[config.mk]
export PLATFORM = sky130hd
export DESIGN_NAME = bounded_deque_with_match_count_unit
export DESIGN_NICKNAME = d
export VERILOG_FILES = /design/src/rtl/bdq_pkg.sv /design/src/rtl/bdq_ram.sv /design/src/rtl/bounded_deque_with_match_count_unit.sv
export VERILOG_INCLUDE_DIRS = /design/src /design/src/rtl
export SDC_FILE = /design/constraint.sdc
export NUM_CORES = 2
export LEC_CHECK = 0
export BUFFER_PORTS_ARGS = -buffer_cell sky130_fd_sc_hd__buf_2
export CELL_PAD_IN_SITES_DETAIL_PLACEMENT = 1
export CELL_PAD_IN_SITES_GLOBAL_PLACEMENT = 1
export CORE_MARGIN = 2
export CORE_UTILIZATION = 47
export DETAILED_ROUTE_END_ITERATION = 10
export GPL_ROUTABILITY_DRIVEN = 0
export GPL_TIMING_DRIVEN = 0
export PLACE_DENSITY = 0.73
export SLEW_MARGIN = 25
export SYNTH_ARGS = -nofsm -noshare
export SYNTH_HDL_FRONTEND = slang
export SYNTH_SLANG_ARGS = --single-unit
[constraint.sdc]
create_clock -name clock -period 6.3 [get_ports clock]
set_input_delay 0.63 -clock clock [delete_from_list [all_inputs] [get_ports clock]]
set_output_delay 0.63 -clock clock [all_outputs]
set_load 0.005 [all_outputs]
[src/rtl/bounded_deque_with_match_count_unit_defines.svh]
// Assertion macros used by the top-level RTL file of the deque unit.
// BDQ_ASSERT is disabled while reset is high; BDQ_ASSERT_RST also checks
// during reset and is meant for properties about the reset itself.
// Both expect signals named clock and reset in the scope of use.
`ifndef BOUNDED_DEQUE_WITH_MATCH_COUNT_UNIT_DEFINES_SVH
`define BOUNDED_DEQUE_WITH_MATCH_COUNT_UNIT_DEFINES_SVH

`ifndef ASSERT_OFF

`define BDQ_ASSERT(name, prop, msg) \
   name: assert property (@(posedge clock) disable iff (reset) prop) else $error(msg);

`define BDQ_ASSERT_RST(name, prop, msg) \
   name: assert property (@(posedge clock) prop) else $error(msg);

`else

`define BDQ_ASSERT(name, prop, msg)

`define BDQ_ASSERT_RST(name, prop, msg)

`endif

`endif

[src/rtl/bdq_pkg.sv]
package bdq_pkg;

   // Fixed field widths of the request and response beats.
   localparam int IN_WORD_W  = 32;
   localparam int OPCODE_W   = 3;
   localparam int STATUS_W   = 2;
   localparam int OUT_COUNT_W = 7;

   // Defaults for the top-level parameters.
   localparam int DEPTH_DEFAULT      = 64;
   localparam int DATA_WIDTH_DEFAULT = 32;

   typedef enum logic [OPCODE_W-1:0] {
      OP_PUSH_FRONT = 3'd0,
      OP_PUSH_BACK  = 3'd1,
      OP_POP_FRONT  = 3'd2,
      OP_POP_BACK   = 3'd3,
      OP_COUNT      = 3'd4
   } opcode_type;

   typedef enum logic [STATUS_W-1:0] {
      STATUS_DONE  = 2'd0,
      STATUS_EMPTY = 2'd1,
      STATUS_FULL  = 2'd2
   } status_type;

   typedef enum logic {
      ST_IDLE = 1'b0,
      ST_SCAN = 1'b1
   } state_type;

endpackage

[src/rtl/bdq_ram.sv]
module bdq_ram #(
   parameter int WIDTH = 32,
   parameter int DEPTH = 64
) (
   input  logic                     clock,
   input  logic                     wr_en,
   input  logic [$clog2(DEPTH)-1:0] wr_addr,
   input  logic [WIDTH-1:0]         wr_data,
   input  logic                     rd_en,
   input  logic [$clog2(DEPTH)-1:0] rd_addr,
   output logic [WIDTH-1:0]         rd_data
);

   logic [WIDTH-1:0] mem_ff [DEPTH];
   logic [WIDTH-1:0] rd_data_ff;

   always_ff @(posedge clock) begin
      if (wr_en) begin
         mem_ff[wr_addr] <= wr_data;
      end
      if (rd_en) begin
         rd_data_ff <= mem_ff[rd_addr];
      end
   end

   assign rd_data = rd_data_ff;

endmodule

[src/rtl/bounded_deque_with_match_count_unit.sv]
// Channel   Direction  Handshake              Payload
// req_      in         req_valid / req_stall  req_opcode, req_push_value, req_match_key
// rsp_      out        rsp_valid / rsp_stall  rsp_status, rsp_match_count, rsp_occupancy
//
// A push, pop or unused opcode has its response registered at the edge that
// accepts the request.
// A count issues one RAM read per stored entry through a single comparator,
// then compares the last registered read data, and then loads the response
// register.
// Reset (synchronous, active high) empties the deque; the entry RAM is not cleared.
// The request side stalls while a count is scanning and while an unread
// response is held back by rsp_stall.
`include "bounded_deque_with_match_count_unit_defines.svh"

module bounded_deque_with_match_count_unit
   import bdq_pkg::*;
#(
   parameter int DEPTH      = DEPTH_DEFAULT,
   parameter int DATA_WIDTH = DATA_WIDTH_DEFAULT
) (
   input  logic                        clock,
   input  logic                        reset,

   input  logic                        req_valid,
   output logic                        req_stall,
   input  logic [OPCODE_W-1:0]         req_opcode,
   input  logic signed [IN_WORD_W-1:0] req_push_value,
   input  logic signed [IN_WORD_W-1:0] req_match_key,

   output logic                        rsp_valid,
   input  logic                        rsp_stall,
   output logic [STATUS_W-1:0]         rsp_status,
   output logic [OUT_COUNT_W-1:0]      rsp_match_count,
   output logic [OUT_COUNT_W-1:0]      rsp_occupancy
);

   // Address width of the circular store, and a count width that can hold DEPTH.
   localparam int AW    = $clog2(DEPTH);
   localparam int CNT_W = $clog2(DEPTH + 1);
   localparam int SUM_W = CNT_W + 1;

   state_type             state_ff, state_in;
   logic [AW-1:0]         head_ff, head_in;
   logic [CNT_W-1:0]      count_ff, count_in;

   // Scan sequencer: read pointer, entries still to read, and a flag telling
   // that the RAM output holds an entry to compare this cycle.
   logic [AW-1:0]         ptr_ff, ptr_in;
   logic [CNT_W-1:0]      remain_ff, remain_in;
   logic                  pend_ff, pend_in;
   logic [CNT_W-1:0]      match_ff, match_in;
   logic [DATA_WIDTH-1:0] key_ff, key_in;

   // Response register.
   logic                  rsp_valid_ff, rsp_valid_in;
   status_type            rsp_status_ff, rsp_status_in;
   logic [CNT_W-1:0]      rsp_match_ff, rsp_match_in;
   logic [CNT_W-1:0]      rsp_occ_ff, rsp_occ_in;

   logic                  req_accept;
   logic                  rsp_take;
   logic                  is_full;
   logic                  is_empty;
   logic [AW-1:0]         head_prev;
   logic [AW-1:0]         head_next;
   logic [AW-1:0]         ptr_next;
   logic [SUM_W-1:0]      back_sum;
   logic [AW-1:0]         back_slot;
   logic [DATA_WIDTH-1:0] push_word;
   logic [DATA_WIDTH-1:0] key_word;

   logic                  wr_en;
   logic [AW-1:0]         wr_addr;
   logic                  rd_en;
   logic [AW-1:0]         rd_addr;
   logic [DATA_WIDTH-1:0] rd_data;

   bdq_ram #(
      .WIDTH (DATA_WIDTH),
      .DEPTH (DEPTH)
   ) u_store (
      .clock   (clock),
      .wr_en   (wr_en),
      .wr_addr (wr_addr),
      .wr_data (push_word),
      .rd_en   (rd_en),
      .rd_addr (rd_addr),
      .rd_data (rd_data)
   );

   // The block keeps the low DATA_WIDTH bits of the 32-bit words; wider
   // configurations see the words zero-extended.
   assign push_word = DATA_WIDTH'($unsigned(req_push_value));
   assign key_word  = DATA_WIDTH'($unsigned(req_match_key));

   assign rsp_take   = rsp_valid_ff && !rsp_stall;
   assign req_stall  = (state_ff != ST_IDLE) || (rsp_valid_ff && rsp_stall);
   assign req_accept = req_valid && !req_stall;

   assign is_full  = (count_ff == CNT_W'(DEPTH));
   assign is_empty = (count_ff == '0);

   // Circular index arithmetic; DEPTH need not be a power of two.
   assign head_prev = (head_ff == '0) ? AW'(DEPTH - 1) : head_ff - 1'b1;
   assign head_next = (head_ff == AW'(DEPTH - 1)) ? '0 : head_ff + 1'b1;
   assign ptr_next  = (ptr_ff == AW'(DEPTH - 1)) ? '0 : ptr_ff + 1'b1;
   assign back_sum  = SUM_W'(head_ff) + SUM_W'(count_ff);
   assign back_slot = (back_sum >= SUM_W'(DEPTH)) ? AW'(back_sum - SUM_W'(DEPTH))
                                                  : AW'(back_sum);

   always_ff @(posedge clock) begin
      if (reset) begin
         state_ff <= ST_IDLE;
      end else begin
         state_ff <= state_in;
      end
   end

   always_ff @(posedge clock) begin
      if (reset) begin
         head_ff      <= '0;
         count_ff     <= '0;
         pend_ff      <= 1'b0;
         remain_ff    <= '0;
         rsp_valid_ff <= 1'b0;
      end else begin
         head_ff      <= head_in;
         count_ff     <= count_in;
         pend_ff      <= pend_in;
         remain_ff    <= remain_in;
         rsp_valid_ff <= rsp_valid_in;
      end
      ptr_ff        <= ptr_in;
      match_ff      <= match_in;
      key_ff        <= key_in;
      rsp_status_ff <= rsp_status_in;
      rsp_match_ff  <= rsp_match_in;
      rsp_occ_ff    <= rsp_occ_in;
   end

   always_comb begin
      state_in      = state_ff;
      head_in       = head_ff;
      count_in      = count_ff;
      ptr_in        = ptr_ff;
      remain_in     = remain_ff;
      pend_in       = pend_ff;
      match_in      = match_ff;
      key_in        = key_ff;
      rsp_valid_in  = rsp_valid_ff && !rsp_take;
      rsp_status_in = rsp_status_ff;
      rsp_match_in  = rsp_match_ff;
      rsp_occ_in    = rsp_occ_ff;
      wr_en         = 1'b0;
      wr_addr       = head_ff;
      rd_en         = 1'b0;
      rd_addr       = ptr_ff;

      unique case (state_ff)
         ST_IDLE: begin
            if (req_accept) begin
               rsp_valid_in  = 1'b1;
               rsp_status_in = STATUS_DONE;
               rsp_match_in  = '0;
               rsp_occ_in    = count_ff;
               unique case (opcode_type'(req_opcode))
                  OP_PUSH_FRONT: begin
                     if (is_full) begin
                        rsp_status_in = STATUS_FULL;
                     end else begin
                        head_in    = head_prev;
                        wr_en      = 1'b1;
                        wr_addr    = head_prev;
                        count_in   = count_ff + 1'b1;
                        rsp_occ_in = count_ff + 1'b1;
                     end
                  end
                  OP_PUSH_BACK: begin
                     if (is_full) begin
                        rsp_status_in = STATUS_FULL;
                     end else begin
                        wr_en      = 1'b1;
                        wr_addr    = back_slot;
                        count_in   = count_ff + 1'b1;
                        rsp_occ_in = count_ff + 1'b1;
                     end
                  end
                  OP_POP_FRONT: begin
                     if (is_empty) begin
                        rsp_status_in = STATUS_EMPTY;
                     end else begin
                        head_in    = head_next;
                        count_in   = count_ff - 1'b1;
                        rsp_occ_in = count_ff - 1'b1;
                     end
                  end
                  OP_POP_BACK: begin
                     if (is_empty) begin
                        rsp_status_in = STATUS_EMPTY;
                     end else begin
                        count_in   = count_ff - 1'b1;
                        rsp_occ_in = count_ff - 1'b1;
                     end
                  end
                  OP_COUNT: begin
                     if (is_empty) begin
                        rsp_status_in = STATUS_EMPTY;
                     end else begin
                        // The response waits until the scan is finished.
                        rsp_valid_in = 1'b0;
                        state_in     = ST_SCAN;
                        ptr_in       = head_ff;
                        remain_in    = count_ff;
                        pend_in      = 1'b0;
                        match_in     = '0;
                        key_in       = key_word;
                     end
                  end
                  default: begin
                     // Unused opcodes leave the deque as it is.
                  end
               endcase
            end
         end
         ST_SCAN: begin
            // Issue one read per entry from front to back; the comparison of
            // an entry happens the cycle after its read.
            pend_in = (remain_ff != '0);
            if (remain_ff != '0) begin
               rd_en     = 1'b1;
               rd_addr   = ptr_ff;
               ptr_in    = ptr_next;
               remain_in = remain_ff - 1'b1;
            end
            if (pend_ff && (rd_data == key_ff)) begin
               match_in = match_ff + 1'b1;
            end
            if ((remain_ff == '0) && !pend_ff) begin
               rsp_valid_in  = 1'b1;
               rsp_status_in = STATUS_DONE;
               rsp_match_in  = match_ff;
               rsp_occ_in    = count_ff;
               state_in      = ST_IDLE;
            end
         end
         default: begin
            state_in = ST_IDLE;
         end
      endcase
   end

   assign rsp_valid       = rsp_valid_ff;
   assign rsp_status      = rsp_status_ff;
   assign rsp_match_count = OUT_COUNT_W'(rsp_match_ff);
   assign rsp_occupancy   = OUT_COUNT_W'(rsp_occ_ff);

   // The occupancy never exceeds the store size.
   `BDQ_ASSERT(a_count_bounded, count_ff <= CNT_W'(DEPTH), "occupancy exceeds depth")

   // No request is taken while a count is scanning.
   `BDQ_ASSERT(a_stall_in_scan, (state_ff == ST_SCAN) |-> req_stall, "request taken during scan")

   // A scan can never find more matches than entries held.
   `BDQ_ASSERT(a_match_bounded, (state_ff == ST_SCAN) |-> (match_ff <= count_ff),
               "match count exceeds occupancy")

   // An accepted push into a deque with room grows it by exactly one entry.
   `BDQ_ASSERT(a_push_grows,
               (req_accept && !is_full && ((req_opcode == OP_PUSH_FRONT) ||
                (req_opcode == OP_PUSH_BACK))) |=>
               (count_ff == CNT_W'($past(count_ff) + 1'b1)),
               "push did not add one entry")

   // Reset leaves the deque empty and the sequencer idle.
   `BDQ_ASSERT_RST(a_reset_clears, reset |=> ((count_ff == '0) && (state_ff == ST_IDLE) &&
                   !rsp_valid_ff), "reset did not clear the deque")

endmodule
==> results.json <==
{
  "outcome": "completed",
  "grt_usage_pct": 30.0,
  "fill_cells": 15300,
  "cts-buffers-inserted": 207,
  "ff2ff_setup_slack_ns": 0.83,
  "cts_max_path_buffers": 3,
  "end_kind": "register",
  "r2r_start": "ptr_ff[0]",
  "fp-row-count": 154,
  "routed_wirelength_um": 270000,
  "cts_root_buf": "clkbuf_16",
  "power_frac_clock_pct": 42.7,
  "area.growth.synth_to_final_pct": 16.7,
  "hpwlAfterDp_um": 182000,
  "path_delay_family": "buffers and inverters",
  "ys_types": 77,
  "worstSetupStartpoint": "ptr_ff[0]",
  "portBuffers": 88,
  "path_max_fanout": 10,
  "grt_pass1_wl_um": 376000,
  "setup_violations": 0,
  "required_ns": 6.82,
  "worstHoldPathCells": 1,
  "avgViaCountPerCell": 6.63,
  "final_cell_mix": "edfxtp_1 (2141), mux4_2 (454), buf_2 (250)",
  "cap_viol_max_count": 0,
  "synth.top_cells.by_area": "edfxtp_1 (77%), mux4_2 (12%), mux2i_1 (1.7%), a22oi_1 (1.3%), a221oi_1 (0.91%)",
  "r2r_end": "u_store.rd_data[12]",
  "die_w_um": 426,
  "maxSlewViolCount": 0,
  "synth_seq_cells": 2164,
  "powerDensity_nw_per_um2": 299,
  "post-route-min-period_ns": 5.47,
  "htreeDepth": 4,
  "dieArea_um2": 181000,
  "yosysSeqAreaShare_pct": 77.4,
  "rsz0062_at_grt": "false",
  "crit_slowest_cell": "clkbuf_1",
  "ys_warn_count": 0,
  "worstSetupPathDepth": 10,
  "fin_skew_ns": 0.0668,
  "synth-edff-count": 2141,
  "hold_path_class": "input pin to register",
  "ant_nets": 0,
  "yosys.area.top_type": "edfxtp_1",
  "synth_fp_nets": 3998,
  "max_freq_mhz": 183,
  "grt_max_degree": 65,
  "routedWlPerCell_um": 38.5,
  "vias": 46500,
  "peakVddDrop_mv": 0.322,
  "drive_gt1_share_pct": 27.3,
  "synthCells": 3911,
  "post-place-ws_ns": 1.18,
  "p_comb_share_pct": 3.0,
  "firstDrtPassIters": 6,
  "drt_iter0_markers": 7652,
  "seq_power_share_pct": 54.4,
  "ff2ff_path_depth": 10,
  "antenna_found_initial": 14,
  "grt_pass1_vias": 47500,
  "async_flop_share_pct": 0,
  "sw_frac_of_total_pct": 21.2,
  "initial_utilization_pct": 47.4,
  "critPathLaunchType": "register",
  "layout.nets": 4590,
  "core_um2": 176000,
  "slew-limit-headroom_pct": 14.8,
  "clkSinkCount": 2164,
  "cts_resized": 0,
  "cts_tree": "done",
  "power_uw": 29200,
  "internal-power_uw": 23000,
  "synth_top_area_share_pct": 76.9,
  "min_period_over_period_pct": 86.8,
  "syn_area_per_cell_um2": 21.4,
  "layout_commonest_cell": "edfxtp_1",
  "worstMarginPinSlew_ns": 1.28,
  "cp_num_buf_inv": 4,
  "syn_area_um2": 83600,
  "max_stage_delay_ns": 0.80,
  "switchingPower_uw": 6170,
  "clk_latency_ns": 0.88,
  "leakage_uw": 0.0311,
  "crit_path_end": "u_store.rd_data[12]",
  "crit_top_cell": "clkbuf_1",
  "path_cells": "buf_2, clkbuf_1, and2_1, clkbuf_1, buf_1, a22oi_1, nand3_1, o211ai_1, a21oi_1, a221oi_1",
  "finalHoldViolCount": 0,
  "drc": 0,
  "grt_overflow": 0,
  "path_clk_slew_ns": 0.07,
  "synth_ff_type": "edfxtp_1",
  "arrival_ns": 5.99,
  "die_h_um": 426,
  "fin_ws_ns": 0.831,
  "ios": 89,
  "crit_type": "register to register"
}
[cells by family (layout without fill, tap and decap cells)]
logic type	count (synthesis)	count (layout)	share of synthesized area [%]
flip-flops	2164	2164	77.4
multiplexers	600	600	14.0
AO/OA/AOI/OAI	519	519	4.61
AND/OR/NAND/NOR	319	319	1.95
buffers and inverters	248	1009	1.30
XOR/XNOR	45	45	0.471
adder cells (fa/ha/maj)	16	16	0.248
other	0	1	0
[Yosys cell counts (42+ instances only)]
cell and number:
edfxtp_1 2141, nor2_1 86, a21oi_1 72, mux4_2 454, buf_2 67, a22o_1 59
mux2i_1 145, a22oi_1 148, clkbuf_1 122, o21ai_0 42, nand2_1 73, a221oi_1 87
[flip-flops by register name, summed over array words and instances, names as in the netlist, 7 cells and up]
signal / cells
rsp_occupancy: 7
u_store.rd_data: 32
key_ff: 32
count_ff: 7
rsp_match_count: 7
u_store.mem_ff: 2048
remain_ff: 7
match_ff: 7
[stage by stage]
step	area (µm²)	util, %	hold slack [ns]	TNS (ns)	std cells
3_3_place_gp	87000	49.3	0.515	-2926.46	6339
3_5_place_dp	90500	51.3	0.515	0	6602
6_report	97600	55.3	0.108	0	7013
5_1_grt	97600	55.3	0.0671	0	7012
4_1_cts	97500	55.2	0.0616	0	7009
2_1_floorplan	83600	-	0.467	0	3911
[layout make-up]
| type | instances | area [µm²] | area share (%) |
|---|---|---|---|
| diodes | 1 | 2.50 | 0.00257 |
| clock buffers | 262 | 5470 | 5.61 |
| repair buffers | 383 | 3810 | 3.91 |
| flip-flops and latches | 2164 | 64800 | 66.4 |
| multi-input cells | 1499 | 18300 | 18.7 |
| clock inverters | 116 | 1210 | 1.24 |
| well taps | 2340 | 2930 | 3.00 |
| inverters | 16 | 60.1 | 0.0616 |
| plain buffers | 232 | 1040 | 1.06 |
[timing repair]
action	4_1_cts	5_1_grt
endpoints found under the hold margin	29	0
hold buffers	29	0
setup buffers	0	0
[power groups by stage]
stage / registers, µW / logic [µW] / clock network (µW)
after floorplan: 16200 / 324 / 0
after global placement: 16200 / 753 / 0
after detailed placement: 16200 / 826 / 0
after CTS: 15900 / 846 / 12500
after global routing: 15900 / 902 / 13000
final: 15900 / 867 / 12400
[worst min path at each step]
stage,start,to,slack [ns]
floorplan,remain_ff[0],remain_ff[0],0.47
global placement,remain_ff[0],remain_ff[0],0.51
detailed placement,remain_ff[0],remain_ff[0],0.51
CTS,req_match_key[19],key_ff[19],0.06
global route,req_match_key[19],key_ff[19],0.07
finish,req_match_key[19],key_ff[19],0.11
[per-layer routing]
| layer | up-vias | global-route usage, % | part of all wire [%] |
|---|---|---|---|
| li1 | 17800 | - | - |
| met1 | 24600 | 40.0 | 36 |
| met2 | 3425 | 46.2 | 46 |
| met3 | 643 | 7.55 | 12 |
| met4 | 10 | 15.3 | 6.0 |
| met5 | - | 0 | 0.036 |
Note: power is estimated with default switching activity, not from simulation.
